==> src/rtl/rsmc_pkg.sv <==
// ----------------------------------------------------------------------------
// rsmc_pkg
// Shared widths, register indexes, reset values and item types for the
// raster scan motor controller.
// ----------------------------------------------------------------------------
package rsmc_pkg;

    localparam int DIST_WIDTH   = 13;
    localparam int PITCH_WIDTH  = 8;
    localparam int TARGET_WIDTH = 16;
    localparam int CFG_IDX_W    = 3;
    localparam int CFG_DATA_W   = (DIST_WIDTH > PITCH_WIDTH) ? DIST_WIDTH : PITCH_WIDTH;

    // configuration register indexes
    localparam logic [CFG_IDX_W-1:0] REG_X_LOW_BOUND  = CFG_IDX_W'(0);
    localparam logic [CFG_IDX_W-1:0] REG_X_HIGH_BOUND = CFG_IDX_W'(1);
    localparam logic [CFG_IDX_W-1:0] REG_Y_LOW_BOUND  = CFG_IDX_W'(2);
    localparam logic [CFG_IDX_W-1:0] REG_Y_HIGH_BOUND = CFG_IDX_W'(3);
    localparam logic [CFG_IDX_W-1:0] REG_ROW_PITCH    = CFG_IDX_W'(4);

    // register reset values
    localparam logic [DIST_WIDTH-1:0]  RST_X_LOW_BOUND  = DIST_WIDTH'(200);
    localparam logic [DIST_WIDTH-1:0]  RST_X_HIGH_BOUND = DIST_WIDTH'(500);
    localparam logic [DIST_WIDTH-1:0]  RST_Y_LOW_BOUND  = DIST_WIDTH'(100);
    localparam logic [DIST_WIDTH-1:0]  RST_Y_HIGH_BOUND = DIST_WIDTH'(200);
    localparam logic [PITCH_WIDTH-1:0] RST_ROW_PITCH    = PITCH_WIDTH'(4);

    // input command codes
    localparam logic CMD_SAMPLE = 1'b0;
    localparam logic CMD_TOGGLE = 1'b1;

    typedef struct packed {
        logic                  command;
        logic [DIST_WIDTH-1:0] x_mm;
        logic [DIST_WIDTH-1:0] y_mm;
    } t_in_item;

    typedef struct packed {
        logic       x_motor_stop;
        logic       y_motor_stop;
        logic       x_toward_high;
        logic       y_toward_high;
        logic       direction_known;
        logic [1:0] direction_code;
        logic       x_reversed;
        logic       y_target_active;
    } t_out_item;

endpackage

==> src/rtl/raster_scan_motor_controller_top.sv <==
// ----------------------------------------------------------------------------
// raster_scan_motor_controller_top
// Serpentine two-axis scan controller: turns X/Y distance samples and pause
// toggles into motor stop and direction pin levels.
// ----------------------------------------------------------------------------
// Usage:
//   Input channel (i_in_valid / o_in_stall / i_in_item) carries one command:
//   a pause/resume toggle or an X/Y distance sample. Output channel
//   (o_out_valid / i_out_stall / o_out_item) returns exactly one result item
//   per input item, in order.
//   Configuration channel (i_cfg_valid / o_cfg_ready) writes the bounds and
//   the row pitch by index; it is always ready. Write it only while idle.
//   An item lands in the input register at the accepting edge and its
//   result enters the output register once that is free. Throughput:
//   one item per cycle unless the receiver stalls, set by the single stage
//   of comparators and one 16-bit add/subtract that updates the scan state.
//   While the receiver stalls, the result holds and one more item can be
//   taken into the input register; after that o_in_stall rises.
//   Reset (i_rst_n low, synchronous) empties both registers, restores the
//   register defaults, sets running, clears the direction and row target
//   and sets both stop levels.
// ----------------------------------------------------------------------------
module raster_scan_motor_controller_top (
    input  logic                                i_clk,
    input  logic                                i_rst_n,
    input  logic                                i_in_valid,
    output logic                                o_in_stall,
    input  rsmc_pkg::t_in_item                  i_in_item,
    output logic                                o_out_valid,
    input  logic                                i_out_stall,
    output rsmc_pkg::t_out_item                 o_out_item,
    input  logic                                i_cfg_valid,
    output logic                                o_cfg_ready,
    input  logic [rsmc_pkg::CFG_IDX_W-1:0]      i_cfg_index,
    input  logic [rsmc_pkg::CFG_DATA_W-1:0]     i_cfg_data
);

    localparam int DW = rsmc_pkg::DIST_WIDTH;
    localparam int TW = rsmc_pkg::TARGET_WIDTH;

    // configuration registers
    logic [DW-1:0]                    r_x_low, r_x_high, r_y_low, r_y_high;
    logic [rsmc_pkg::PITCH_WIDTH-1:0] r_pitch;

    // scan state
    logic          r_running, n_running;
    logic          r_dir_valid, n_dir_valid;
    logic [1:0]    r_dir_bits, n_dir_bits;
    logic [TW-1:0] r_target, n_target;
    logic          r_x_stop, n_x_stop;
    logic          r_y_stop, n_y_stop;
    logic          r_x_dir, n_x_dir;
    logic          r_y_dir, n_y_dir;

    // pipeline registers
    logic                r_in_valid;
    rsmc_pkg::t_in_item  r_in;
    logic                r_out_valid;
    rsmc_pkg::t_out_item r_out, n_out;

    logic out_free, load_out, accept_in;

    assign out_free  = !r_out_valid || !i_out_stall;
    assign load_out  = r_in_valid && out_free;
    assign o_in_stall = r_in_valid && !out_free;
    assign accept_in = i_in_valid && !o_in_stall;

    assign o_cfg_ready = 1'b1;
    assign o_out_valid = r_out_valid;
    assign o_out_item  = r_out;

    // next-state logic for the item in the input register
    logic signed [DW+1:0] sx, sy, x_lo_d, x_hi_d, y_lo_d, y_hi_d;
    logic [1:0]           d;
    logic                 reversed;
    logic [TW-1:0]        y16, pitch16, tgt;
    logic                 passed;

    always_comb begin
        sx      = $signed({2'b00, r_in.x_mm});
        sy      = $signed({2'b00, r_in.y_mm});
        x_lo_d  = sx - $signed({2'b00, r_x_low});
        x_hi_d  = $signed({2'b00, r_x_high}) - sx;
        y_lo_d  = sy - $signed({2'b00, r_y_low});
        y_hi_d  = $signed({2'b00, r_y_high}) - sy;
        y16     = TW'(r_in.y_mm);
        pitch16 = TW'(r_pitch);

        // bounds flip the direction bits; the high-bound test wins
        d = r_dir_bits;
        if (r_in.x_mm < r_x_low)  d[0] = 1'b1;
        if (r_in.x_mm > r_x_high) d[0] = 1'b0;
        if (r_in.y_mm < r_y_low)  d[1] = 1'b1;
        if (r_in.y_mm > r_y_high) d[1] = 1'b0;
        reversed = d[0] ^ r_dir_bits[0];

        tgt = r_target;
        if (reversed) begin
            tgt = d[1] ? (y16 + pitch16) : (y16 - pitch16);
        end
        passed = d[1] ? (y16 > tgt) : (y16 < tgt);

        n_running   = r_running;
        n_dir_valid = r_dir_valid;
        n_dir_bits  = r_dir_bits;
        n_target    = r_target;
        n_x_stop    = r_x_stop;
        n_y_stop    = r_y_stop;
        n_x_dir     = r_x_dir;
        n_y_dir     = r_y_dir;
        n_out.x_reversed = 1'b0;

        if (r_in.command == rsmc_pkg::CMD_TOGGLE) begin
            n_running = !r_running;
        end else if (!r_running) begin
            n_x_stop = 1'b1;
            n_y_stop = 1'b1;
        end else if (!r_dir_valid) begin
            // pick the starting corner from the nearer low bounds
            n_dir_bits  = {(x_lo_d < x_hi_d), (y_lo_d < y_hi_d)};
            n_dir_valid = 1'b1;
        end else begin
            n_dir_bits = d;
            n_x_dir    = d[0];
            n_y_dir    = d[1];
            n_out.x_reversed = reversed;
            if (reversed) begin
                n_x_stop = 1'b1;
            end
            if (tgt != '0) begin
                n_y_stop = passed;
                n_target = passed ? '0 : tgt;
            end else begin
                n_target = tgt;
                n_x_stop = 1'b0;
            end
        end

        n_out.x_motor_stop    = n_x_stop;
        n_out.y_motor_stop    = n_y_stop;
        n_out.x_toward_high   = n_x_dir;
        n_out.y_toward_high   = n_y_dir;
        n_out.direction_known = n_dir_valid;
        n_out.direction_code  = n_dir_bits;
        n_out.y_target_active = (n_target != '0);
    end

    always_ff @(posedge i_clk) begin
        if (!i_rst_n) begin
            r_x_low     <= rsmc_pkg::RST_X_LOW_BOUND;
            r_x_high    <= rsmc_pkg::RST_X_HIGH_BOUND;
            r_y_low     <= rsmc_pkg::RST_Y_LOW_BOUND;
            r_y_high    <= rsmc_pkg::RST_Y_HIGH_BOUND;
            r_pitch     <= rsmc_pkg::RST_ROW_PITCH;
            r_running   <= 1'b1;
            r_dir_valid <= 1'b0;
            r_dir_bits  <= 2'b00;
            r_target    <= '0;
            r_x_stop    <= 1'b1;
            r_y_stop    <= 1'b1;
            r_x_dir     <= 1'b0;
            r_y_dir     <= 1'b0;
            r_in_valid  <= 1'b0;
            r_out_valid <= 1'b0;
        end else begin
            if (i_cfg_valid && o_cfg_ready) begin
                unique case (i_cfg_index)
                    rsmc_pkg::REG_X_LOW_BOUND:  r_x_low  <= i_cfg_data[DW-1:0];
                    rsmc_pkg::REG_X_HIGH_BOUND: r_x_high <= i_cfg_data[DW-1:0];
                    rsmc_pkg::REG_Y_LOW_BOUND:  r_y_low  <= i_cfg_data[DW-1:0];
                    rsmc_pkg::REG_Y_HIGH_BOUND: r_y_high <= i_cfg_data[DW-1:0];
                    rsmc_pkg::REG_ROW_PITCH: begin
                        r_pitch <= i_cfg_data[rsmc_pkg::PITCH_WIDTH-1:0];
                    end
                    default: ;
                endcase
            end

            if (load_out) begin
                r_running   <= n_running;
                r_dir_valid <= n_dir_valid;
                r_dir_bits  <= n_dir_bits;
                r_target    <= n_target;
                r_x_stop    <= n_x_stop;
                r_y_stop    <= n_y_stop;
                r_x_dir     <= n_x_dir;
                r_y_dir     <= n_y_dir;
            end

            if (accept_in) begin
                r_in_valid <= 1'b1;
            end else if (load_out) begin
                r_in_valid <= 1'b0;
            end

            if (load_out) begin
                r_out_valid <= 1'b1;
            end else if (out_free) begin
                r_out_valid <= 1'b0;
            end
        end
    end

    // payload registers, no reset
    always_ff @(posedge i_clk) begin
        if (accept_in) begin
            r_in <= i_in_item;
        end
        if (load_out) begin
            r_out <= n_out;
        end
    end

endmodule

==> config.mk <==
export PLATFORM = sky130hd
export DESIGN_NAME = raster_scan_motor_controller_top
export DESIGN_NICKNAME = d
export VERILOG_FILES = /design/src/rtl/rsmc_pkg.sv /design/src/rtl/raster_scan_motor_controller_top.sv
export SDC_FILE = /design/constraint.sdc
export NUM_CORES = 1
export LEC_CHECK = 0
export ABC_AREA = 1
export BUFFER_PORTS_ARGS = -buffer_cell sky130_fd_sc_hd__clkbuf_2
export CORE_MARGIN = 2
export CORE_UTILIZATION = 56
export CTS_CLUSTER_DIAMETER = 80
export DETAILED_ROUTE_END_ITERATION = 10
export GPL_TIMING_DRIVEN = 0
export PLACE_DENSITY = 0.83
export SLEW_MARGIN = 30
export SYNTH_ARGS = -nofsm -noshare
export SYNTH_HDL_FRONTEND = slang
export SYNTH_SLANG_ARGS = --single-unit
==> constraint.sdc <==
create_clock -name i_clk -period 5.1 [get_ports i_clk]
set_clock_uncertainty 0.1 [all_clocks]
set_input_delay 0.765 -clock i_clk [delete_from_list [all_inputs] [get_ports i_clk]]
set_output_delay 0.765 -clock i_clk [all_outputs]
set_load 0.02 [all_outputs]
==> results.sh <==
export IMPL_status="finished, final reports clean"
export IMPL_core_area_um2=16500
export IMPL_critPathMaxStageDelay_ns=0.43
export IMPL_yosys_most_used_dff="dfxtp_1"
export IMPL_max_slew_margin_rel=0.393
export IMPL_cts_buffers=17
export IMPL_nNetsFinal=1593
export IMPL_ioPinCount=60
export IMPL_grt_pass1_wl_um=40600
export IMPL_period_needed_ns=4.81
export IMPL_track_usage=0.285
export IMPL_overflow=0
export IMPL_syn_inst=1345
export IMPL_ant_nets=0
export IMPL_fin_area_um2=10700
export IMPL_yosys_warnings=0
export IMPL_finalPower_mw=3.17
export IMPL_cts_clk_slew_worst_paths_ns=0.06
export IMPL_syn_to_final_growth_pct=13.4
export IMPL_setup_viol=0
export IMPL_wl_um=25300
export IMPL_cts_tree="built"
export IMPL_whs_ns=0.363
export IMPL_avgSynthCellArea_um2=7.01
export IMPL_fmax_mhz=208
export IMPL_path_delay_family="simple AND/OR/NAND/NOR gates"
export IMPL_worstPathArrival_ns=4.90
export IMPL_grt_max_degree=28
export IMPL_port_buffers=57
export IMPL_critPathSlowestCell="fa_1"
export IMPL_path_max_fanout=18
export IMPL_fin_crit_sh=0.944
export IMPL_wl_per_cell_um=15.2
export IMPL_p_leak_nw=5.44
export IMPL_synthesis_area_um2=9430
export IMPL_synthArstFlopShare=0
export IMPL_hold_viol=0
export IMPL_drv_slew=0
export IMPL_via_per_inst=5.45
export IMPL_ys_types=50
export IMPL_drv_cap=0
export IMPL_cts_buffer_depth=2
export IMPL_drive_above_1_share=0.106
export IMPL_holdCritPathClass="flop to flop"
export IMPL_vdd_drop_max_uv=267
export IMPL_dp_slack_ns=0.185
export IMPL_routabilityCongestion=0.951
export IMPL_post_dp_hpwl_um=19200
export IMPL_cp_start_kind="flop"
export IMPL_drc=0
export IMPL_cts_sinks=122
export IMPL_cts_root_buffer_cell="clkbuf_16"
export IMPL_dieWidth_um=134
export IMPL_postPlaceCellArea_um2=9990
export IMPL_setup_slack_ns=0.287
export IMPL_die_area_um2=17900
export IMPL_worst_slew_pin_slew_ns=0.910
export IMPL_setup_tns_ns=0
export IMPL_synth_edf_count=36
export IMPL_drt_iter0_drc=791
export IMPL_synthTopCellsByCount="nand2_1 (313), inv_1 (209), nor2_1 (138), a21oi_1 (110), ha_1 (107)"
export IMPL_initial_core_util=0.571
export IMPL_cp_data_required_time_ns=5.19
export IMPL_n_antenna_cell=0
export IMPL_path_buf_inv=6
export IMPL_yosysTopAreaCellShare=0.182
export IMPL_die_h_um=134
export IMPL_grt_pass1_vias=8586
export IMPL_drt_pre_antenna_iters=5
export IMPL_route_vias_total=9076
export IMPL_crit_path_frequent_cell="nand2_1"
export IMPL_synth_most_common_cell="nand2_1"
export IMPL_ys_seq_area_frac=0.297
export IMPL_criticalPathCategory="flop to flop"
export IMPL_ctsHtreeMaxLevel=4
export IMPL_syn_nets=1506
export IMPL_power_density_nw_per_um2=297
export IMPL_ys_ff_latch=122
export IMPL_antenna_found_initial=0
export IMPL_synth_top_cells_by_area="dfxtp_1 (18%), ha_1 (14%), nand2_1 (12%)"
export IMPL_num_rows=47
export IMPL_synth_largest_area_cell="dfxtp_1"
export IMPL_worstSkewPairLatency_ns=0.43
export IMPL_crit_path_end_kind="flop"
[state kept, by name (all words and copies together) (netlist names), 2 cells and up]
name	cells
r_y_high	13
r_x_high	13
o_out_item	9
r_dir_bits	2
r_y_low	13
r_in	27
r_pitch	8
r_x_low	13
r_target	16
[power by group]
| group | total [mW] | leakage, nW | internal [mW] | switching, mW |
|---|---|---|---|---|
| combinational | 0.869 | 4.10 | 0.330 | 0.540 |
| sequential | 1.09 | 1.05 | 1.05 | 0.0382 |
| clock | 1.21 | 0.296 | 0.719 | 0.495 |
[layer usage]
layer / part of all wire / GRT usage / wire [um]
met1: 0.43 / 0.368 / 10900
met2: 0.48 / 0.489 / 12200
met3: 0.061 / 0.0442 / 1550
met4: 0.024 / 0.0981 / 601
met5: 0 / 0 / 0
[cell usage in the layout, fill, tap and decap left out, types with 6 or more instances in the layout]
cell type  count
nand2_2       10
buf_4         15
clkbuf_2      57
nand2_1      312
xnor2_1       19
edfxtp_1      36
nor3_1         7
clkbuf_1      23
nand4_1       10
a31oi_1        8
xor2_1        37
dfxtp_1       86
o21bai_1       8
inv_2          6
ha_1         106
inv_1        208
nor2_1       136
nand3_1       59
o211ai_1       9
clkbuf_16     20
nand3_2        7
o21ai_0       84
a21oi_1      110
[per-stage QoR]
stage | cells | utilization
after floorplan | 1345 | -
after global placement | 1622 | 0.605
after detailed placement | 1622 | 0.605
after CTS | 1654 | 0.641
after global routing | 1665 | 0.648
final | 1665 | 0.648
[worst paths after layout]
kind,startpoint,end,slack (ns),cells after the start
hold reg to reg,r_y_low[3],r_y_low[3],0.36,2
setup reg to reg,r_in[0],o_out_item[0],0.29,32
setup / recovery,r_in[0],o_out_item[0],0.29,32
hold / removal,r_y_low[3],r_y_low[3],0.36,2
[logic make-up (layout without fill, tap and decap cells)]
kind of cell,after synthesis,count (layout),share of synthesized area
flops,122,122,0.297
compound gates,242,242,0.141
fa+ha+maj,113,113,0.155
buf+inv,250,350,0.105
xor+xnor,56,56,0.0520
simple gates,561,561,0.250
other cells,1,1,0.000397
[final cells by class]
cell class | instances | area, um^2
fill | 1388 | 5820
multi-input combinational | 973 | 5670
sequential | 122 | 2800
inverter | 216 | 811
clock buffer | 20 | 500
timing repair buffer | 69 | 375
tap | 220 | 275
buffer | 33 | 173
clock inverter | 12 | 96.3
[worst register-to-register path, delay by kind of cell (launching register included)]
kind	cells	cell delay (ns)
adders and majority gates	3	0.97
buffers and inverters	6	0.69
AOI/OAI and AO/OA	3	0.47
and+or+nand+nor	20	1.93
DFF	1	0.42
[what timing repair did]
item	in CTS	in global routing
setup endpoints to repair	0	14
resized for setup	0	9
setup buffers	0	12
hold buffers	0	0
No activity file was read; power rests on OpenSTA's default activity.
